==> config.mk <==
export PLATFORM = sky130hd
export DESIGN_NAME = codon_mutation_filter
export DESIGN_NICKNAME = d
export VERILOG_FILES = /design/src/cmf_pkg.sv /design/src/cmf_read_tracker.sv /design/src/codon_mutation_filter.sv
export VERILOG_INCLUDE_DIRS = /design/src /design/src/src
export SDC_FILE = /design/constraint.sdc
export NUM_CORES = 1
export LEC_CHECK = 0
export BUFFER_PORTS_ARGS = -buffer_cell sky130_fd_sc_hd__buf_2
export CAP_MARGIN = 10
export CORE_UTILIZATION = 45
export CTS_BUF_LIST = sky130_fd_sc_hd__clkbuf_8 sky130_fd_sc_hd__clkbuf_16
export CTS_CLUSTER_SIZE = 20
export DETAILED_ROUTE_END_ITERATION = 8
export GPL_TIMING_DRIVEN = 0
export PLACE_DENSITY_LB_ADDON = 0.3
export REMOVE_ABC_BUFFERS = 1
export SLEW_MARGIN = 20
export SYNTH_ARGS = -nofsm -noshare
export SYNTH_HDL_FRONTEND = slang
export SYNTH_HIERARCHICAL = 1
export SYNTH_SLANG_ARGS = --single-unit
==> constraint.sdc <==
create_clock -name clk -period 6.1 [get_ports clk]
set_input_delay 1.83 -clock clk [delete_from_list [all_inputs] [get_ports clk]]
set_output_delay 1.83 -clock clk [all_outputs]
set_load 0.01 [all_outputs]
==> src/codon_mutation_filter_assert.svh <==
// ----------------------------------------------------------------------------
// Codon mutation filter assertion macros
// Short forms for the concurrent checks used in the filter's RTL. Each macro
// expects clk and rst_n in scope and disables its check while reset is held.
// ----------------------------------------------------------------------------
`ifndef CODON_MUTATION_FILTER_ASSERT_SVH
`define CODON_MUTATION_FILTER_ASSERT_SVH

// Same-cycle implication
`define CMF_ASSERT_NOW(lbl, ante, cons, msg) \
  lbl: assert property (@(posedge clk) disable iff (!rst_n) (ante) |-> (cons)) \
    else $error(msg);

// Next-cycle implication
`define CMF_ASSERT_NEXT(lbl, ante, cons, msg) \
  lbl: assert property (@(posedge clk) disable iff (!rst_n) (ante) |=> (cons)) \
    else $error(msg);

`endif

==> src/cmf_pkg.sv <==
// ----------------------------------------------------------------------------
// Codon mutation filter package
// Verdict codes, register indexes, reset values and the result record shared
// between the top level and the per-read tracker.
// ----------------------------------------------------------------------------
`default_nettype none

package cmf_pkg;

  // Verdict codes, in priority order after KEPT
  typedef enum logic [1:0] {
    VERDICT_KEPT      = 2'd0,
    VERDICT_LOW_QUAL  = 2'd1,
    VERDICT_TOO_MANY  = 2'd2,
    VERDICT_FORBIDDEN = 2'd3
  } verdict_t;

  // Configuration register indexes
  localparam logic [1:0] CFG_QUALITY_MIN  = 2'd0;
  localparam logic [1:0] CFG_MAX_CODONS   = 2'd1;
  localparam logic [1:0] CFG_FORBID_MASK  = 2'd2;

  // Register reset values
  localparam logic [6:0]  QUALITY_MIN_RST = 7'd0;
  localparam logic [6:0]  MAX_CODONS_RST  = 7'd1;
  localparam logic [63:0] FORBID_MASK_RST = 64'h9999_9999_9999_9999;

  // Mutated codon count saturates here
  localparam logic [6:0]  COUNT_SAT       = 7'd127;

  // Last phase of a codon (three bases per codon)
  localparam logic [1:0]  PHASE_LAST      = 2'd2;

  // Verdict of one read as it leaves the tracker
  typedef struct packed {
    verdict_t   verdict;
    logic [6:0] codon_count;
  } read_result_t;

endpackage

`default_nettype wire

==> src/cmf_read_tracker.sv <==
// ----------------------------------------------------------------------------
// Codon mutation filter - per-read tracker
// Holds the codon and read state, folds in one base per step and forms the
// read's verdict at its last base.
// ----------------------------------------------------------------------------
`default_nettype none

module cmf_read_tracker (
  input  wire logic                  clk,
  input  wire logic                  rst_n,
  input  wire logic                  step,
  input  wire logic [7:0]            read_base,
  input  wire logic [7:0]            reference_base,
  input  wire logic [6:0]            base_quality,
  input  wire logic                  last_base,
  input  wire logic [6:0]            quality_min,
  input  wire logic [6:0]            max_codons,
  input  wire logic [63:0]           forbid_mask,
  output cmf_pkg::read_result_t      result
);

  // Codon state
  logic [1:0] phase_r;
  logic [5:0] letters_r;
  logic       all_acgt_r;
  logic       codon_mism_r;
  // Read state
  logic [6:0] count_r;
  logic       low_qual_r;
  logic       forbid_r;

  logic [1:0] phase_c;
  logic       is_acgt;
  logic [1:0] code;
  logic [5:0] letters_upd;
  logic       all_acgt_upd;
  logic       mismatch;
  logic       low_qual_hit;
  logic       new_mut;
  logic       codon_mism_upd;
  logic [6:0] count_upd;
  logic       low_qual_upd;
  logic       codon_end;
  logic       forbid_upd;

  // Letter decode: A C G T only, upper case
  always_comb begin
    is_acgt = 1'b1;
    code    = 2'd0;
    unique case (read_base)
      8'h41:   code = 2'd0;
      8'h43:   code = 2'd1;
      8'h47:   code = 2'd2;
      8'h54:   code = 2'd3;
      default: is_acgt = 1'b0;
    endcase
  end

  // Codon letters packed first letter high
  always_comb begin
    phase_c     = (phase_r > cmf_pkg::PHASE_LAST) ? cmf_pkg::PHASE_LAST : phase_r;
    letters_upd = letters_r;
    if (is_acgt) begin
      unique case (phase_c)
        2'd0:    letters_upd = letters_r | {code, 4'd0};
        2'd1:    letters_upd = letters_r | {2'd0, code, 2'd0};
        default: letters_upd = letters_r | {4'd0, code};
      endcase
    end
    all_acgt_upd = all_acgt_r & is_acgt;
  end

  // Mismatch, low-quality and count update
  always_comb begin
    mismatch       = (read_base != reference_base) && !low_qual_r;
    low_qual_hit   = mismatch && (base_quality < quality_min);
    new_mut        = mismatch && !low_qual_hit && !codon_mism_r;
    codon_mism_upd = codon_mism_r | new_mut;
    count_upd      = (new_mut && (count_r != cmf_pkg::COUNT_SAT)) ? count_r + 7'd1 : count_r;
    low_qual_upd   = low_qual_r | low_qual_hit;
    codon_end      = (phase_c == cmf_pkg::PHASE_LAST);
    forbid_upd     = forbid_r |
                     (codon_end && all_acgt_upd && codon_mism_upd && forbid_mask[letters_upd]);
  end

  // Verdict by priority
  always_comb begin
    priority if (low_qual_upd) begin
      result.verdict = cmf_pkg::VERDICT_LOW_QUAL;
    end else if (count_upd > max_codons) begin
      result.verdict = cmf_pkg::VERDICT_TOO_MANY;
    end else if (forbid_upd) begin
      result.verdict = cmf_pkg::VERDICT_FORBIDDEN;
    end else begin
      result.verdict = cmf_pkg::VERDICT_KEPT;
    end
    result.codon_count = count_upd;
  end

  // State registers
  always_ff @(posedge clk) begin
    if (!rst_n) begin
      phase_r      <= 2'd0;
      letters_r    <= 6'd0;
      all_acgt_r   <= 1'b1;
      codon_mism_r <= 1'b0;
      count_r      <= 7'd0;
      low_qual_r   <= 1'b0;
      forbid_r     <= 1'b0;
    end else if (step) begin
      if (last_base) begin
        phase_r      <= 2'd0;
        letters_r    <= 6'd0;
        all_acgt_r   <= 1'b1;
        codon_mism_r <= 1'b0;
        count_r      <= 7'd0;
        low_qual_r   <= 1'b0;
        forbid_r     <= 1'b0;
      end else begin
        count_r    <= count_upd;
        low_qual_r <= low_qual_upd;
        forbid_r   <= forbid_upd;
        if (codon_end) begin
          phase_r      <= 2'd0;
          letters_r    <= 6'd0;
          all_acgt_r   <= 1'b1;
          codon_mism_r <= 1'b0;
        end else begin
          phase_r      <= phase_c + 2'd1;
          letters_r    <= letters_upd;
          all_acgt_r   <= all_acgt_upd;
          codon_mism_r <= codon_mism_upd;
        end
      end
    end
  end

endmodule

`default_nettype wire

==> src/codon_mutation_filter.sv <==
// ----------------------------------------------------------------------------
// Codon mutation filter - top level
// Streams read bases against the reference and gives one verdict per read.
// ----------------------------------------------------------------------------
// One base is taken per cycle unless a last base is stalled. A base lands
// in an input register; when it leaves that register the read tracker folds
// it into the codon and read state, and a last base loads the result
// register at that same edge, which raises its verdict. A base that is not
// last never waits in the input register; only a last base held behind an
// untaken verdict stalls it, and with it the input, so in_ready follows
// out_ready combinationally in that case. Registers should be written only
// with both stages empty.
// ----------------------------------------------------------------------------
`default_nettype none

module codon_mutation_filter (
  input  wire logic        clk,
  input  wire logic        rst_n,
  // Base input
  input  wire logic        in_valid,
  output logic             in_ready,
  input  wire logic [7:0]  in_read_base,
  input  wire logic [7:0]  in_reference_base,
  input  wire logic [6:0]  in_base_quality,
  input  wire logic        in_last_base,
  // Verdict output
  output logic             out_valid,
  input  wire logic        out_ready,
  output logic [1:0]       out_verdict,
  output logic [6:0]       out_mutated_codon_count,
  output logic [31:0]      out_low_quality_rejects,
  output logic [31:0]      out_too_many_rejects,
  output logic [31:0]      out_forbidden_rejects,
  // Register writes
  input  wire logic        cfg_valid,
  output logic             cfg_ready,
  input  wire logic [1:0]  cfg_index,
  input  wire logic [63:0] cfg_data
);

  // Configuration registers
  logic [6:0]  quality_min_r;
  logic [6:0]  max_codons_r;
  logic [63:0] forbid_mask_r;

  // Input stage
  logic        s1_valid_r;
  logic [7:0]  s1_read_r;
  logic [7:0]  s1_ref_r;
  logic [6:0]  s1_qual_r;
  logic        s1_last_r;
  logic        s1_fire;
  logic        fire_last;

  // Output stage and running totals
  logic        out_valid_r;
  logic        out_valid_nxt;
  logic [1:0]  out_verdict_r;
  logic [6:0]  out_count_r;
  logic [31:0] low_qual_tot_r;
  logic [31:0] too_many_tot_r;
  logic [31:0] forbid_tot_r;

  cmf_pkg::read_result_t result;

  // Config port, always ready
  assign cfg_ready = 1'b1;

  always_ff @(posedge clk) begin
    if (!rst_n) begin
      quality_min_r <= cmf_pkg::QUALITY_MIN_RST;
      max_codons_r  <= cmf_pkg::MAX_CODONS_RST;
      forbid_mask_r <= cmf_pkg::FORBID_MASK_RST;
    end else if (cfg_valid) begin
      unique case (cfg_index)
        cmf_pkg::CFG_QUALITY_MIN: quality_min_r <= cfg_data[6:0];
        cmf_pkg::CFG_MAX_CODONS:  max_codons_r  <= cfg_data[6:0];
        cmf_pkg::CFG_FORBID_MASK: forbid_mask_r <= cfg_data;
        default: ;
      endcase
    end
  end

  // Stage handshake: only a last base needs room in the output register
  assign s1_fire   = s1_valid_r && (!s1_last_r || !out_valid_r || out_ready);
  assign fire_last = s1_fire && s1_last_r;
  assign in_ready  = !s1_valid_r || s1_fire;

  always_ff @(posedge clk) begin
    if (!rst_n) begin
      s1_valid_r <= 1'b0;
    end else if (in_ready) begin
      s1_valid_r <= in_valid;
    end
  end

  always_ff @(posedge clk) begin
    if (in_valid && in_ready) begin
      s1_read_r <= in_read_base;
      s1_ref_r  <= in_reference_base;
      s1_qual_r <= in_base_quality;
      s1_last_r <= in_last_base;
    end
  end

  // Per-read codon tracking
  cmf_read_tracker u_tracker (
    .clk            (clk),
    .rst_n          (rst_n),
    .step           (s1_fire),
    .read_base      (s1_read_r),
    .reference_base (s1_ref_r),
    .base_quality   (s1_qual_r),
    .last_base      (s1_last_r),
    .quality_min    (quality_min_r),
    .max_codons     (max_codons_r),
    .forbid_mask    (forbid_mask_r),
    .result         (result)
  );

  // Output valid
  always_comb begin
    out_valid_nxt = out_valid_r;
    if (fire_last) begin
      out_valid_nxt = 1'b1;
    end else if (out_ready) begin
      out_valid_nxt = 1'b0;
    end
  end

  always_ff @(posedge clk) begin
    if (!rst_n) begin
      out_valid_r    <= 1'b0;
      low_qual_tot_r <= 32'd0;
      too_many_tot_r <= 32'd0;
      forbid_tot_r   <= 32'd0;
    end else begin
      out_valid_r <= out_valid_nxt;
      if (fire_last) begin
        unique case (result.verdict)
          cmf_pkg::VERDICT_LOW_QUAL:  low_qual_tot_r <= low_qual_tot_r + 32'd1;
          cmf_pkg::VERDICT_TOO_MANY:  too_many_tot_r <= too_many_tot_r + 32'd1;
          cmf_pkg::VERDICT_FORBIDDEN: forbid_tot_r   <= forbid_tot_r + 32'd1;
          default: ;
        endcase
      end
    end
  end

  // Result payload
  always_ff @(posedge clk) begin
    if (fire_last) begin
      out_verdict_r <= result.verdict;
      out_count_r   <= result.codon_count;
    end
  end

  // Totals only move with a new verdict, so they serve as payload directly
  assign out_valid               = out_valid_r;
  assign out_verdict             = out_verdict_r;
  assign out_mutated_codon_count = out_count_r;
  assign out_low_quality_rejects = low_qual_tot_r;
  assign out_too_many_rejects    = too_many_tot_r;
  assign out_forbidden_rejects   = forbid_tot_r;

  // Checks
  `include "codon_mutation_filter_assert.svh"

  `CMF_ASSERT_NOW(a_too_many_count,
    out_valid_r && (out_verdict_r == cmf_pkg::VERDICT_TOO_MANY),
    out_count_r > max_codons_r, "too-many verdict with count within limit")
  `CMF_ASSERT_NOW(a_kept_count,
    out_valid_r && (out_verdict_r == cmf_pkg::VERDICT_KEPT),
    out_count_r <= max_codons_r, "kept verdict with count over limit")
  `CMF_ASSERT_NEXT(a_low_qual_total,
    fire_last && (result.verdict == cmf_pkg::VERDICT_LOW_QUAL),
    low_qual_tot_r == $past(low_qual_tot_r) + 32'd1, "low-quality total did not step")
  `CMF_ASSERT_NEXT(a_totals_hold, !fire_last,
    $stable(too_many_tot_r) && $stable(forbid_tot_r), "totals moved without a verdict")
  `CMF_ASSERT_NOW(a_nonlast_flows, s1_valid_r && !s1_last_r,
    s1_fire && in_ready, "non-last base stalled")

endmodule

`default_nettype wire

==> impl_metrics.json <==
{
  "grt_pass1_vias": 8305,
  "numPortBuffers": 201,
  "synth-seq-area-share_pct": 46.0,
  "drcViolationCount": 0,
  "final_util_pct": 55.4,
  "fmax_mhz": 178,
  "ant_nets": 0,
  "slowest_delay_ns": 0.65,
  "hold_viol": 0,
  "dieArea_um2": 24300,
  "synth-edff-count": 33,
  "drt_iter0_drc": 635,
  "cts_setup_buffers": 0,
  "routed_wl_um": 25500,
  "async_reset_ff_share_pct": 0,
  "clk_pin_slew_ns": 0.06,
  "cts_root_buf": "clkbuf_16",
  "gp_congestion": 0.845,
  "clkLatencyLatePin_ns": 0.52,
  "slowest_stage": "a2111oi_2",
  "regToRegSetupSlack_ns": 0.49,
  "grt_max_degree": 83,
  "antenna_found_initial": 2,
  "final-max-slew-violation-count": 0,
  "finalSetupViolCount": 0,
  "cp_data_required_time_ns": 6.50,
  "wl_per_cell_um": 15.1,
  "core_area_um2": 22900,
  "synth-seq-cells": 228,
  "hp-class": "flip-flop to flip-flop",
  "path_cells": "xnor2_1 > nand4_1 > nor2_1 > or2_2 > a2111oi_2 > buf_2 > mux2_2 > ha_1 > nor2b_1 > o21ai_0 > nand2b_1 > a21oi_1 > o21ai_0 > o21a_1 > o21ai_1 > and3b_1 > nand4_1 > nor4_1 > xnor2_1 > nor2_1",
  "slew_headroom_pct": 25.6,
  "ys_warn_count": 6,
  "p_per_area_nw_per_um2": 258,
  "grt_setup_unrepaired": "no",
  "final_common_cell": "buf_2",
  "crit_fanout": 12,
  "netlist_instances": 1182,
  "clock_path_buffers": 3,
  "critPathLaunchType": "flip-flop",
  "final_layout_size_suffix_gt1_share_pct": 21.3,
  "timing.rr.start": "s1_read_r[2]",
  "tightest_slew_ns": 1.10,
  "yosysTopAreaCell": "dfxtp_1",
  "initial_utilization_pct": 46.4,
  "status": "finished clean",
  "post-route-period-util_pct": 91.9,
  "peakVddDrop_mv": 0.172,
  "vias": 8951,
  "grt_usage_pct": 21.1,
  "io_pins": 203,
  "synth_top_area_share_pct": 36.7,
  "syn-cell-area_um2": 10600,
  "final_cell_mix": "buf_2, dfxtp_1, nand2_1",
  "fp-row-count": 55,
  "drt-pass1-iter-count": 5,
  "crit_start": "s1_read_r[2]",
  "worst-path-buf-inv": 1,
  "p_leak_uw": 0.00521,
  "skew_ns": 0.00984,
  "vias_per_cell": 5.31,
  "layout.nets": 1465,
  "htreeDepth": 1,
  "overflow": 0,
  "hold_start": "u_tracker/all_acgt_r",
  "area_delta_synth_final_pct": 19.4,
  "critPathCaptureType": "flip-flop",
  "dp_cells": 1638,
  "synth_area_leaders": "dfxtp_1, edfxtp_1, nand2_1",
  "layout.cells.non_filler": 1686,
  "cts_made_buffers": 26,
  "fill_cells": 2154,
  "worstSetupPathType": "flip-flop to flip-flop",
  "clkSinkCount": 228,
  "cp.arrival_ns": 6.01,
  "die_height_um": 156,
  "min_period_ns": 5.61,
  "cts_tree": "built",
  "synth-main-ff-cell": "dfxtp_1",
  "cap_violations": 0,
  "syn_avg_cell_area_um2": 9.00,
  "place_hpwl_um": 17800,
  "grt_first_pass_wirelength_um": 41800,
  "synth_cell_type_count": 81,
  "die_w_um": 156,
  "crit_family": "simple AND/OR/NAND/NOR gates"
}
-- Yosys cell counts, types with 12 or more instances --
master,number
nand2b_1,15
mux2i_1,27
and2_1,12
and3_1,13
nand2_1,177
inv_1,30
dfxtp_1,195
nand3_1,74
nor2_1,119
and4_1,17
edfxtp_1,33
ha_1,17
a21oi_1,58
o21ai_0,32
xor2_1,37
clkbuf_1,44
nand4_1,39
xnor2_1,52
nor3_1,33
-- cells by family after synthesis --
logic type / count (synthesis) / share of synthesized area (%)
xor+xnor: 89 / 7.33
compound gates: 150 / 9.14
flops: 228 / 46.0
mux: 34 / 3.92
other cells: 1 / 0.0352
simple gates: 566 / 27.5
buf+inv: 97 / 4.10
fa+ha+maj: 17 / 2.00
-- worst paths after layout --
path	endpoint	depth (start not counted)
min	u_tracker/all_acgt_r	1
max	out_low_quality_rejects[18]	20
min reg2reg	u_tracker/all_acgt_r	1
max reg2reg	out_low_quality_rejects[18]	20
-- state kept, by name, summed over array words and instances (netlist names), 2 cells and up --
register / cells
forbid_mask_r: 64
max_codons_r: 7
out_forbidden_rejects: 32
out_low_quality_rejects: 32
out_mutated_codon_count: 7
out_too_many_rejects: 32
out_verdict: 2
quality_min_r: 7
s1_qual_r: 7
s1_read_r: 8
s1_ref_r: 8
u_tracker/count_r: 7
u_tracker/letters_r: 6
u_tracker/phase_r: 2
-- worst reg2reg max path, cell delays in order, from the launching register on --
cell,delay (ns)
edfxtp_1,0.50
xnor2_1,0.17
nand4_1,0.07
nor2_1,0.07
or2_2,0.31
a2111oi_2,0.65
buf_2,0.29
mux2_2,0.38
ha_1,0.29
nor2b_1,0.13
o21ai_0,0.14
nand2b_1,0.08
a21oi_1,0.15
o21ai_0,0.11
o21a_1,0.12
o21ai_1,0.64
and3b_1,0.37
nand4_1,0.43
nor4_1,0.39
xnor2_1,0.16
nor2_1,0.05
-- metal layers --
| metal | wire length, µm | up-vias | share of wire [%] | global-route usage (%) |
|---|---|---|---|---|
| met2 | 11300 | 249 | 44 | 33.5 |
| met4 | 711 | 0 | 2.8 | 6.82 |
| met5 | 0 | - | 0 | 0 |
| met3 | 1680 | 50 | 6.6 | 4.42 |
| li1 | - | 4494 | - | - |
| met1 | 11800 | 4158 | 46 | 28.7 |
-- power by group --
part	internal, µW	switching, µW	leakage, µW	total (µW)
clock	877	614	0.000444	1490
sequential	1560	22.0	0.00190	1580
combinational	82.3	117	0.00286	199
-- final cells by class --
type | count | area, µm² | area share, %
inverter | 32 | 125 | 0.985
timing repair buffer | 208 | 1120 | 8.83
clock inverter | 17 | 108 | 0.847
antenna | 1 | 2.50 | 0.0197
tap | 313 | 392 | 3.08
clock buffer | 30 | 717 | 5.65
multi-input combinational | 857 | 5340 | 42.0
sequential | 228 | 4890 | 38.5
-- per-stage QoR --
stage | setup slack (ns) | hold slack [ns] | instance area, µm² | TNS (ns) | power (µW)
detailed placement | 0.377 | 0.443 | 11900 | 0 | 1810
global route | 0.0226 | 0.475 | 12700 | 0 | 3410
global placement | -0.158 | 0.435 | 11700 | -2.81 | 1800
finish | 0.494 | 0.454 | 12700 | 0 | 3270
floorplan | 0.986 | 0.427 | 10300 | 0 | 1720
CTS | 0.346 | 0.455 | 12700 | 0 | 3310
-- timing repair --
action                                  CTS  global route
hold buffers                              0             0
resized for setup                         0             3
endpoints found under the setup margin    0            11
Note: power is estimated with default switching activity, not from simulation.
